$ cat config.mk
export PLATFORM = sky130hd
export DESIGN_NAME = sm4_ctr_stream_cipher
export DESIGN_NICKNAME = d
export VERILOG_FILES = /design/src/rtl/sm4_pkg.sv /design/src/rtl/sm4_ctrl.sv /design/src/rtl/sm4_datapath.sv /design/src/rtl/sm4_regs.sv /design/src/rtl/sm4_ctr_stream_cipher.sv
export SDC_FILE = /design/constraint.sdc
export NUM_CORES = 2
export LEC_CHECK = 0
export BUFFER_PORTS_ARGS = -buffer_cell sky130_fd_sc_hd__buf_4
export CAP_MARGIN = 15
export CORE_UTILIZATION = 35
export CTS_BUF_LIST = sky130_fd_sc_hd__clkbuf_8
export CTS_CLUSTER_DIAMETER = 30
export DETAILED_ROUTE_END_ITERATION = 6
export HOLD_SLACK_MARGIN = 0.03
export MAX_ROUTING_LAYER = met4
export SYNTH_ARGS = -nofsm -noshare
export SYNTH_HDL_FRONTEND = slang
export SYNTH_SLANG_ARGS = --single-unit
$ cat constraint.sdc
create_clock -name clock -period 21.7 [get_ports clock]
set_input_delay 1.085 -clock clock [delete_from_list [all_inputs] [get_ports clock]]
set_output_delay 1.085 -clock clock [all_outputs]
set_load 0.005 [all_outputs]
$ cat src/rtl/sm4_pkg.sv
package sm4_pkg;

   localparam int unsigned NumRounds = 32;

   localparam logic [31:0] FK0 = 32'ha3b1bac6;
   localparam logic [31:0] FK1 = 32'h56aa3350;
   localparam logic [31:0] FK2 = 32'h677d9197;
   localparam logic [31:0] FK3 = 32'hb27022dc;

   localparam logic [2:0] REG_KEY_UPPER = 3'd0;
   localparam logic [2:0] REG_KEY_LOWER = 3'd1;
   localparam logic [2:0] REG_NONCE     = 3'd2;
   localparam logic [2:0] REG_IV        = 3'd3;
   localparam logic [2:0] REG_START     = 3'd4;

   localparam logic [7:0] SBOX [256] = '{
      8'hd6,8'h90,8'he9,8'hfe,8'hcc,8'he1,8'h3d,8'hb7,8'h16,8'hb6,8'h14,8'hc2,8'h28,8'hfb,8'h2c,8'h05,
      8'h2b,8'h67,8'h9a,8'h76,8'h2a,8'hbe,8'h04,8'hc3,8'haa,8'h44,8'h13,8'h26,8'h49,8'h86,8'h06,8'h99,
      8'h9c,8'h42,8'h50,8'hf4,8'h91,8'hef,8'h98,8'h7a,8'h33,8'h54,8'h0b,8'h43,8'hed,8'hcf,8'hac,8'h62,
      8'he4,8'hb3,8'h1c,8'ha9,8'hc9,8'h08,8'he8,8'h95,8'h80,8'hdf,8'h94,8'hfa,8'h75,8'h8f,8'h3f,8'ha6,
      8'h47,8'h07,8'ha7,8'hfc,8'hf3,8'h73,8'h17,8'hba,8'h83,8'h59,8'h3c,8'h19,8'he6,8'h85,8'h4f,8'ha8,
      8'h68,8'h6b,8'h81,8'hb2,8'h71,8'h64,8'hda,8'h8b,8'hf8,8'heb,8'h0f,8'h4b,8'h70,8'h56,8'h9d,8'h35,
      8'h1e,8'h24,8'h0e,8'h5e,8'h63,8'h58,8'hd1,8'ha2,8'h25,8'h22,8'h7c,8'h3b,8'h01,8'h21,8'h78,8'h87,
      8'hd4,8'h00,8'h46,8'h57,8'h9f,8'hd3,8'h27,8'h52,8'h4c,8'h36,8'h02,8'he7,8'ha0,8'hc4,8'hc8,8'h9e,
      8'hea,8'hbf,8'h8a,8'hd2,8'h40,8'hc7,8'h38,8'hb5,8'ha3,8'hf7,8'hf2,8'hce,8'hf9,8'h61,8'h15,8'ha1,
      8'he0,8'hae,8'h5d,8'ha4,8'h9b,8'h34,8'h1a,8'h55,8'had,8'h93,8'h32,8'h30,8'hf5,8'h8c,8'hb1,8'he3,
      8'h1d,8'hf6,8'he2,8'h2e,8'h82,8'h66,8'hca,8'h60,8'hc0,8'h29,8'h23,8'hab,8'h0d,8'h53,8'h4e,8'h6f,
      8'hd5,8'hdb,8'h37,8'h45,8'hde,8'hfd,8'h8e,8'h2f,8'h03,8'hff,8'h6a,8'h72,8'h6d,8'h6c,8'h5b,8'h51,
      8'h8d,8'h1b,8'haf,8'h92,8'hbb,8'hdd,8'hbc,8'h7f,8'h11,8'hd9,8'h5c,8'h41,8'h1f,8'h10,8'h5a,8'hd8,
      8'h0a,8'hc1,8'h31,8'h88,8'ha5,8'hcd,8'h7b,8'hbd,8'h2d,8'h74,8'hd0,8'h12,8'hb8,8'he5,8'hb4,8'hb0,
      8'h89,8'h69,8'h97,8'h4a,8'h0c,8'h96,8'h77,8'h7e,8'h65,8'hb9,8'hf1,8'h09,8'hc5,8'h6e,8'hc6,8'h84,
      8'h18,8'hf0,8'h7d,8'hec,8'h3a,8'hdc,8'h4d,8'h20,8'h79,8'hee,8'h5f,8'h3e,8'hd7,8'hcb,8'h39,8'h48
   };

   // Commands from the controller to the datapath.
   typedef struct packed {
      logic       key_load;
      logic       key_round;
      logic       blk_load;
      logic       blk_round;
      logic       blk_done;
      logic [4:0] round;
   } sm4_cmd_type;

   function automatic logic [31:0] tau(input logic [31:0] a);
      tau = {SBOX[a[31:24]], SBOX[a[23:16]], SBOX[a[15:8]], SBOX[a[7:0]]};
   endfunction

   function automatic logic [31:0] ck_word(input logic [4:0] i);
      logic [31:0] w;
      logic [7:0]  b;
      w = '0;
      for (int j = 0; j < 4; j++) begin
         b = 8'(({i, 2'b00} + 8'(j)) * 8'd7);
         w = {w[23:0], b};
      end
      ck_word = w;
   endfunction

endpackage

$ cat src/rtl/sm4_ctrl.sv
module sm4_ctrl
   import sm4_pkg::*;
(
   input  logic        clock,
   input  logic        reset,
   input  logic        req_tvalid,
   output logic        req_tready,
   input  logic        req_tlast,
   input  logic        out_full,
   output logic        accept,
   output logic        emit,
   output sm4_cmd_type cmd
);

   typedef enum logic [3:0] {
      ST_IDLE  = 4'b0001,
      ST_KEY   = 4'b0010,
      ST_BLOCK = 4'b0100,
      ST_EMIT  = 4'b1000
   } state_type;

   state_type  state_ff, state_in;
   logic [4:0] round_ff, round_in;
   logic [4:0] pos_ff, pos_in;
   logic       msg_ff, msg_in;
   logic       last_ff, last_in;

   always_ff @(posedge clock) begin
      if (reset) begin
         state_ff <= ST_IDLE;
         round_ff <= '0;
         pos_ff   <= 5'd16;
         msg_ff   <= 1'b0;
         last_ff  <= 1'b0;
      end else begin
         state_ff <= state_in;
         round_ff <= round_in;
         pos_ff   <= pos_in;
         msg_ff   <= msg_in;
         last_ff  <= last_in;
      end
   end

   assign req_tready = (state_ff == ST_IDLE) && !out_full;
   assign accept     = req_tvalid && req_tready;

   always_comb begin
      state_in = state_ff;
      round_in = round_ff;
      pos_in   = pos_ff;
      msg_in   = msg_ff;
      last_in  = last_ff;
      cmd      = '0;
      cmd.round = round_ff;
      unique case (state_ff)
         ST_IDLE: begin
            if (accept) begin
               last_in  = req_tlast;
               round_in = '0;
               if (!msg_ff) begin
                  cmd.key_load = 1'b1;
                  pos_in       = 5'd16;
                  msg_in       = 1'b1;
                  state_in     = ST_KEY;
               end else if (pos_ff[4]) begin
                  cmd.blk_load = 1'b1;
                  state_in     = ST_BLOCK;
               end else begin
                  state_in = ST_EMIT;
               end
            end
         end
         ST_KEY: begin
            cmd.key_round = 1'b1;
            round_in      = round_ff + 5'd1;
            if (round_ff == 5'(NumRounds - 1)) begin
               cmd.blk_load = 1'b1;
               state_in     = ST_BLOCK;
            end
         end
         ST_BLOCK: begin
            cmd.blk_round = 1'b1;
            round_in      = round_ff + 5'd1;
            if (round_ff == 5'(NumRounds - 1)) begin
               cmd.blk_done = 1'b1;
               pos_in       = '0;
               state_in     = ST_EMIT;
            end
         end
         ST_EMIT: begin
            cmd.round = pos_ff;
            pos_in    = pos_ff + 5'd1;
            if (last_ff) begin
               msg_in = 1'b0;
            end
            state_in = ST_IDLE;
         end
         default: begin
            state_in = ST_IDLE;
         end
      endcase
   end

   assign emit = (state_ff == ST_EMIT);

endmodule

$ cat src/rtl/sm4_datapath.sv
module sm4_datapath
   import sm4_pkg::*;
(
   input  logic        clock,
   input  logic        reset,
   input  sm4_cmd_type cmd,
   input  logic        emit,
   input  logic        accept,
   input  logic [7:0]  in_byte,
   input  logic        in_last,
   input  logic [63:0] key_upper,
   input  logic [63:0] key_lower,
   input  logic [31:0] nonce_word,
   input  logic [63:0] iv_word,
   input  logic [31:0] start_count,
   input  logic        rsp_tready,
   output logic        rsp_tvalid,
   output logic [7:0]  rsp_tdata,
   output logic        rsp_tlast,
   output logic        out_full
);

   logic [31:0] rk_mem [NumRounds];
   logic [31:0] rk_rd_ff;
   logic [31:0] k_ff [4];
   logic [31:0] x_ff [4];
   logic [31:0] nonce_ff;
   logic [63:0] iv_ff;
   logic [31:0] count_ff;
   logic [127:0] ks_ff;
   logic [7:0]  byte_ff;
   logic        lastin_ff;
   logic        valid_ff, valid_in;
   logic [7:0]  data_ff;
   logic        tlast_ff;
   logic [4:0]  rd_addr;
   logic [31:0] kt, kn, xt, xn;

   // Round keys are read into a register in the cycle before the round that uses them.
   always_comb begin
      rd_addr = cmd.round + 5'd1;
      if (cmd.blk_load) begin
         rd_addr = '0;
      end
   end

   assign kt = tau(k_ff[1] ^ k_ff[2] ^ k_ff[3] ^ ck_word(cmd.round));
   assign kn = k_ff[0] ^ kt ^ {kt[18:0], kt[31:19]} ^ {kt[8:0], kt[31:9]};
   assign xt = tau(x_ff[1] ^ x_ff[2] ^ x_ff[3] ^ rk_rd_ff);
   assign xn = x_ff[0] ^ xt ^ {xt[29:0], xt[31:30]} ^ {xt[21:0], xt[31:22]}
             ^ {xt[13:0], xt[31:14]} ^ {xt[7:0], xt[31:8]};

   always_ff @(posedge clock) begin
      if (cmd.key_round) begin
         rk_mem[cmd.round] <= kn;
      end
      rk_rd_ff <= rk_mem[rd_addr];
   end

   always_ff @(posedge clock) begin
      if (accept) begin
         byte_ff   <= in_byte;
         lastin_ff <= in_last;
      end
      if (cmd.key_load) begin
         k_ff[0]  <= key_upper[63:32] ^ FK0;
         k_ff[1]  <= key_upper[31:0] ^ FK1;
         k_ff[2]  <= key_lower[63:32] ^ FK2;
         k_ff[3]  <= key_lower[31:0] ^ FK3;
         nonce_ff <= nonce_word;
         iv_ff    <= iv_word;
         count_ff <= start_count;
      end else if (cmd.key_round) begin
         k_ff[0] <= k_ff[1];
         k_ff[1] <= k_ff[2];
         k_ff[2] <= k_ff[3];
         k_ff[3] <= kn;
      end
      if (cmd.blk_load) begin
         x_ff[0] <= nonce_ff;
         x_ff[1] <= iv_ff[63:32];
         x_ff[2] <= iv_ff[31:0];
         x_ff[3] <= count_ff;
      end else if (cmd.blk_round) begin
         x_ff[0] <= x_ff[1];
         x_ff[1] <= x_ff[2];
         x_ff[2] <= x_ff[3];
         x_ff[3] <= xn;
      end
      if (cmd.blk_done) begin
         ks_ff    <= {xn, x_ff[3], x_ff[2], x_ff[1]};
         count_ff <= count_ff + 32'd1;
      end
      if (emit) begin
         data_ff  <= byte_ff ^ ks_ff[8'd127 - {cmd.round[3:0], 3'b000} -: 8];
         tlast_ff <= lastin_ff;
      end
   end

   always_comb begin
      valid_in = valid_ff;
      if (rsp_tready) begin
         valid_in = 1'b0;
      end
      if (emit) begin
         valid_in = 1'b1;
      end
   end

   always_ff @(posedge clock) begin
      if (reset) begin
         valid_ff <= 1'b0;
      end else begin
         valid_ff <= valid_in;
      end
   end

   assign rsp_tvalid = valid_ff;
   assign rsp_tdata  = data_ff;
   assign rsp_tlast  = tlast_ff;
   assign out_full   = valid_ff && !rsp_tready;

endmodule

$ cat src/rtl/sm4_regs.sv
module sm4_regs
   import sm4_pkg::*;
(
   input  logic        clock,
   input  logic        reset,
   input  logic        csr_psel,
   input  logic        csr_penable,
   input  logic        csr_pwrite,
   input  logic [5:0]  csr_paddr,
   input  logic [63:0] csr_pwdata,
   output logic [63:0] csr_prdata,
   output logic        csr_pready,
   output logic [63:0] key_upper,
   output logic [63:0] key_lower,
   output logic [31:0] nonce_word,
   output logic [63:0] iv_word,
   output logic [31:0] start_count
);

   logic [63:0] key_upper_ff, key_lower_ff, iv_ff;
   logic [31:0] nonce_ff, start_ff;
   logic        wr;
   logic [2:0]  idx;

   assign csr_pready = 1'b1;
   assign wr  = csr_psel && csr_penable && csr_pwrite;
   assign idx = csr_paddr[5:3];

   always_ff @(posedge clock) begin
      if (reset) begin
         key_upper_ff <= '0;
         key_lower_ff <= '0;
         nonce_ff     <= 32'h001CC5B7;
         iv_ff        <= 64'h51A51D70A1C11148;
         start_ff     <= 32'd1;
      end else if (wr) begin
         unique case (idx)
            REG_KEY_UPPER: key_upper_ff <= csr_pwdata;
            REG_KEY_LOWER: key_lower_ff <= csr_pwdata;
            REG_NONCE:     nonce_ff     <= csr_pwdata[31:0];
            REG_IV:        iv_ff        <= csr_pwdata;
            REG_START:     start_ff     <= csr_pwdata[31:0];
            default: ;
         endcase
      end
   end

   always_comb begin
      unique case (idx)
         REG_KEY_UPPER: csr_prdata = key_upper_ff;
         REG_KEY_LOWER: csr_prdata = key_lower_ff;
         REG_NONCE:     csr_prdata = {32'd0, nonce_ff};
         REG_IV:        csr_prdata = iv_ff;
         REG_START:     csr_prdata = {32'd0, start_ff};
         default:       csr_prdata = '0;
      endcase
   end

   assign key_upper   = key_upper_ff;
   assign key_lower   = key_lower_ff;
   assign nonce_word  = nonce_ff;
   assign iv_word     = iv_ff;
   assign start_count = start_ff;

endmodule

$ cat src/rtl/sm4_ctr_stream_cipher.sv
// SM4-128 counter-mode byte cipher.
// Input items arrive on the req_ stream: one message byte in tdata, with
// tlast marking the final byte of a message. Each accepted item yields one
// result item on the rsp_ stream: the byte XORed with keystream, tlast copied.
// Key, nonce, IV and start counter are set through the csr_ APB port; the user
// must set them only while the block is idle, which the block does not enforce.
// They are sampled at the first byte of each message. The first byte of a
// message runs 32 key expansion rounds and 32 cipher rounds on one shared round
// unit each, plus load and output. Every sixteenth byte after that runs 32
// cipher rounds for a new keystream block, and the other bytes go straight to
// output. One item is worked on at a time; req_tready is high only when the
// round units are idle and the output register is free or being drained.
// If the receiver stalls, the result stays in the output register and no
// further item is taken. Reset clears the control state and the configuration
// registers to their defaults; the round key memory needs no clearing.
module sm4_ctr_stream_cipher
   import sm4_pkg::*;
(
   input  logic        clock,
   input  logic        reset,
   input  logic        req_tvalid,
   output logic        req_tready,
   input  logic [7:0]  req_tdata,   // data_byte
   input  logic        req_tlast,   // last_byte
   output logic        rsp_tvalid,
   input  logic        rsp_tready,
   output logic [7:0]  rsp_tdata,   // out_byte
   output logic        rsp_tlast,   // out_last
   input  logic        csr_psel,
   input  logic        csr_penable,
   input  logic        csr_pwrite,
   input  logic [5:0]  csr_paddr,
   input  logic [63:0] csr_pwdata,
   output logic [63:0] csr_prdata,
   output logic        csr_pready
);

   logic [63:0] key_upper, key_lower, iv_word;
   logic [31:0] nonce_word, start_count;
   sm4_cmd_type cmd;
   logic        accept, out_full, emit;

   sm4_regs u_regs (
      .clock, .reset, .csr_psel, .csr_penable, .csr_pwrite, .csr_paddr,
      .csr_pwdata, .csr_prdata, .csr_pready, .key_upper, .key_lower,
      .nonce_word, .iv_word, .start_count
   );

   sm4_ctrl u_ctrl (
      .clock, .reset, .req_tvalid, .req_tready, .req_tlast, .out_full,
      .accept, .emit, .cmd
   );

   sm4_datapath u_dp (
      .clock, .reset, .cmd, .emit, .accept, .in_byte(req_tdata),
      .in_last(req_tlast), .key_upper, .key_lower, .nonce_word, .iv_word,
      .start_count, .rsp_tready, .rsp_tvalid, .rsp_tdata,
      .rsp_tlast, .out_full
   );

endmodule

==> reports/metrics.sh <==
POST-ROUTE-MIN-PERIOD_NS=9.32
CAP_VIOLATIONS=0
INITIAL_UTILIZATION=0.353
DIE_Y_EXTENT_UM=549
CHIPWIDTH_UM=549
GRT_SETUP_UNREPAIRED='false'
SYN_TO_FINAL_GROWTH_PCT=12.9
SYN_AVG_CELL_AREA_UM2=9.78
WORST_SLEW_MARGIN_REL=0.188
CRITPATHREQUIREDTIME_NS=22.40
MAXCLOCKFREQUENCY_GHz=0.107
OUTCOME='complete, but fails checks'
SETUP.WORST_PATH.END_CLASS='register'
GRT_FIRST_PASS_WIRELENGTH_UM=621000
CTS-HTREE-LEVELS=5
ARRIVAL_NS=10.02
POST_DRT_VIA_CELL_RATIO=6.27
SYNTHDOMINANTAREACELLTYPE='sky130_fd_sc_hd__edfxtp_1'
TIMING_WORST_SLEW_PIN_VALUE_NS=1.21
IO_PINS=162
FAILING_CHECKS='DRC'
GRT_PASS1_VIAS=86500
NETLIST_INSTANCES=10700
CORE_MM2=0.297
CLOCK_TREE.BUFFER_DEPTH=4
CTS-BUFFERS-INSERTED=369
CTS.SINK_COUNT=1859
DIE_AREA_MM2=0.302
FIN_CRIT_SHARE=0.429
GRT_START_MAX_NET_PINS=176
YS_TYPES=109
INITIAL_ANTENNA_VIOLATION_COUNT=25
DRC_ERRORS=18
SYNTH_FF_TYPE='sky130_fd_sc_hd__edfxtp_1'
FIN_WORST_SKEW_NS=0.120
FIRST_ITER_VIOLATIONS=13300
GR-TOTAL-OVERFLOW=0
ROUTE.VIAS.TOTAL=92800
YS_FF_LATCH=1859
SYNTH-SEQ-AREA-SHARE=0.503
WORST-PATH-MAX-FANOUT=64
MIN-DELAY-PATH-CLASS='in2reg'
FINAL_COMMON_CELL='sky130_fd_sc_hd__nand2_1'
TIMING_HOLD_VIOLATIONS_FINAL=0
GRT_USE_TOTAL=0.286
SYNTH_FP_NETS=10900
ROUTABILITYCONGESTION=0.994
FINAL_ANTENNA_NET_COUNT=0
SYNTHDOMINANTCELLAREASHARE=0.445
CTS_TREE='yes'
FF2FF_SETUP_SLACK_NS=12.38
HOLDBUFCOUNTCTS=0
NETLIST_TOP_CELLS_AREA='sky130_fd_sc_hd__edfxtp_1 45%, sky130_fd_sc_hd__nand2_1 7.8%, sky130_fd_sc_hd__dfxtp_1 5.8%, sky130_fd_sc_hd__mux2i_1 3.7%, sky130_fd_sc_hd__a21oi_1 3.4%'
ROUTED_WIRE_LENGTH_UM=437000
SETUP_VIOLATIONS=0
SHARE_OF_POST_ROUTE_CELLS_WITH_DRIVE_STRENGTH_ABOVE_1=0.124
CLOCK_LATENCY_OF_THE_LATER_CLOCKED_REGISTER_IN_THE_WORST_SKEW_PAIR_NS=1.11
DETAIL_ROUTE.FIRST_PASS.ITERATIONS=7
DRT-WIRELENGTH-PER-CELL_UM=29.5
SYNTHARSTFLOPSHARE=0
NUMBER_OF_CELLS_UPSIZED_OR_DOWNSIZED_AFTER_CTS=0
LAYOUT.CELLS.MOST_COMMON_LIST='2180 x sky130_fd_sc_hd__nand2_1, 1554 x sky130_fd_sc_hd__edfxtp_1, 714 x sky130_fd_sc_hd__a21oi_1'
STARTPOINT_TYPE='register'
IO_PORT_BUFS=157
CLKSLEWWORSTSETUPHOLDPATHS_NS=0.06
CELL_AT_THE_ROOT_OF_THE_CLOCK_TREE='sky130_fd_sc_hd__clkbuf_8'
DP_HPWL_UM=275000
POST_SYNTH_INSTANCE_AREA_MM2=0.105
ROWS=200
FINAL_NETS=10700
WARNINGS_SYNTHESIS=0
POST_CTS_BUFFERS=0
SYNTH_ENABLE_FLOP_CELLS=1554
SETUP.WORST_PATH.CLASS='reg2reg'
FINALSETUPTNS_NS=0
TIMING.FINAL.MAX_SLEW_VIOLATIONS=0
[Yosys cell counts (all sizes together), types with 183 or more instances]
| cell type | count |
|---|---|
| a221oi | 205 |
| a31oi | 186 |
| mux2i | 387 |
| dfxtp | 305 |
| edfxtp | 1554 |
| xnor2 | 267 |
| nor2 | 636 |
| nand2 | 2187 |
| clkbuf | 728 |
| a21oi | 715 |
| a311oi | 183 |
| o21ai | 479 |
| nand3 | 515 |
| buf | 261 |
[state kept, by name, indices dropped and copies added, names as in the netlist, 4 cells and up]
| name | count |
|---|---|
| u_ctrl.state_ff | 4 |
| u_dp.nonce_ff | 32 |
| u_dp.byte_ff | 8 |
| u_regs.nonce_word | 32 |
| u_ctrl.round_ff | 5 |
| u_dp.ks_ff | 128 |
| u_regs.start_count | 32 |
| u_dp.rk_mem | 1024 |
| u_dp.rk_rd_ff | 32 |
| u_regs.key_upper | 64 |
| u_regs.key_lower | 64 |
| u_dp.count_ff | 32 |
| u_dp.iv_ff | 64 |
| u_dp.rsp_tdata | 8 |
| u_ctrl.pos_ff | 5 |
| u_dp.x_ff | 128 |
| u_regs.iv_word | 64 |
| u_dp.k_ff | 128 |
[cells by family (layout without fill, tap and decap cells)]
logic type	count (synthesis)	in the layout	share of synthesized area
XOR/XNOR	477	477	0.0476
other	1	15	0.0000358
AO/OA/AOI/OAI	2886	2886	0.188
flip-flops	1859	1859	0.503
buffers and inverters	1075	1215	0.0412
multiplexers	507	507	0.0541
adder cells (fa/ha/maj)	94	94	0.0116
AND/OR/NAND/NOR	3816	3816	0.154
[through the flow]
step	setup WS (ns)	cell area (um^2)	std cells	hold WS, ns	util
after floorplan	10.39	105000	10700	0.400	-
after global placement	12.86	111000	14100	0.404	0.373
after detailed placement	12.75	111000	14100	0.405	0.373
after CTS	12.57	118000	14800	0.110	0.398
after global routing	12.22	118000	14800	0.147	0.398
final	12.38	118000	14800	0.196	0.398
[worst paths after layout]
path,startpoint,end,cells after the start
hold reg to reg,u_regs.nonce_word[21],u_dp.nonce_ff[21],0
setup / recovery,u_ctrl.state_ff[2],u_dp.rk_mem[0][13],19
hold / removal,req_tlast,u_dp.lastin_ff,1
setup reg to reg,u_ctrl.state_ff[2],u_dp.rk_mem[0][13],19
[critical path, stage by stage (launching register included)]
cell	delay [ns]
sky130_fd_sc_hd__dfxtp_1	0.36
sky130_fd_sc_hd__or4b_4	0.68
sky130_fd_sc_hd__inv_4	0.46
sky130_fd_sc_hd__mux2_2	0.59
sky130_fd_sc_hd__inv_2	0.09
sky130_fd_sc_hd__buf_4	0.59
sky130_fd_sc_hd__fa_1	0.51
sky130_fd_sc_hd__inv_1	0.18
sky130_fd_sc_hd__ha_1	0.35
sky130_fd_sc_hd__xnor2_1	0.17
sky130_fd_sc_hd__xnor2_1	0.70
sky130_fd_sc_hd__xnor2_2	0.18
sky130_fd_sc_hd__buf_4	0.65
sky130_fd_sc_hd__nand2_1	0.33
sky130_fd_sc_hd__o22ai_1	0.22
sky130_fd_sc_hd__a21oi_1	0.10
sky130_fd_sc_hd__o311a_1	0.37
sky130_fd_sc_hd__o211ai_1	0.87
sky130_fd_sc_hd__xor3_1	0.71
sky130_fd_sc_hd__inv_1	0.72
[routing by layer]
| metal | vias to the layer above | routed length [um] | GRT usage |
|---|---|---|---|
| met5 | - | 0 | - |
| met4 | 0 | 22500 | 0.133 |
| met3 | 988 | 45700 | 0.0600 |
| met2 | 6142 | 194000 | 0.424 |
| met1 | 45700 | 174000 | 0.374 |
| li1 | 40000 | - | - |
[area by class of cell]
type | count | area [um^2]
clock inverter | 258 | 2120
sequential | 1859 | 52800
inverter | 86 | 332
timing repair buffer | 472 | 3640
antenna | 14 | 35.0
clock buffer | 399 | 5490
multi-input combinational | 7781 | 49100
tap | 3939 | 4930
fill | 29000 | 179000
Power is left out: the tool's default activity adds up to more than one toggle a clock period on the data nets, which glitch-free logic cannot reach.
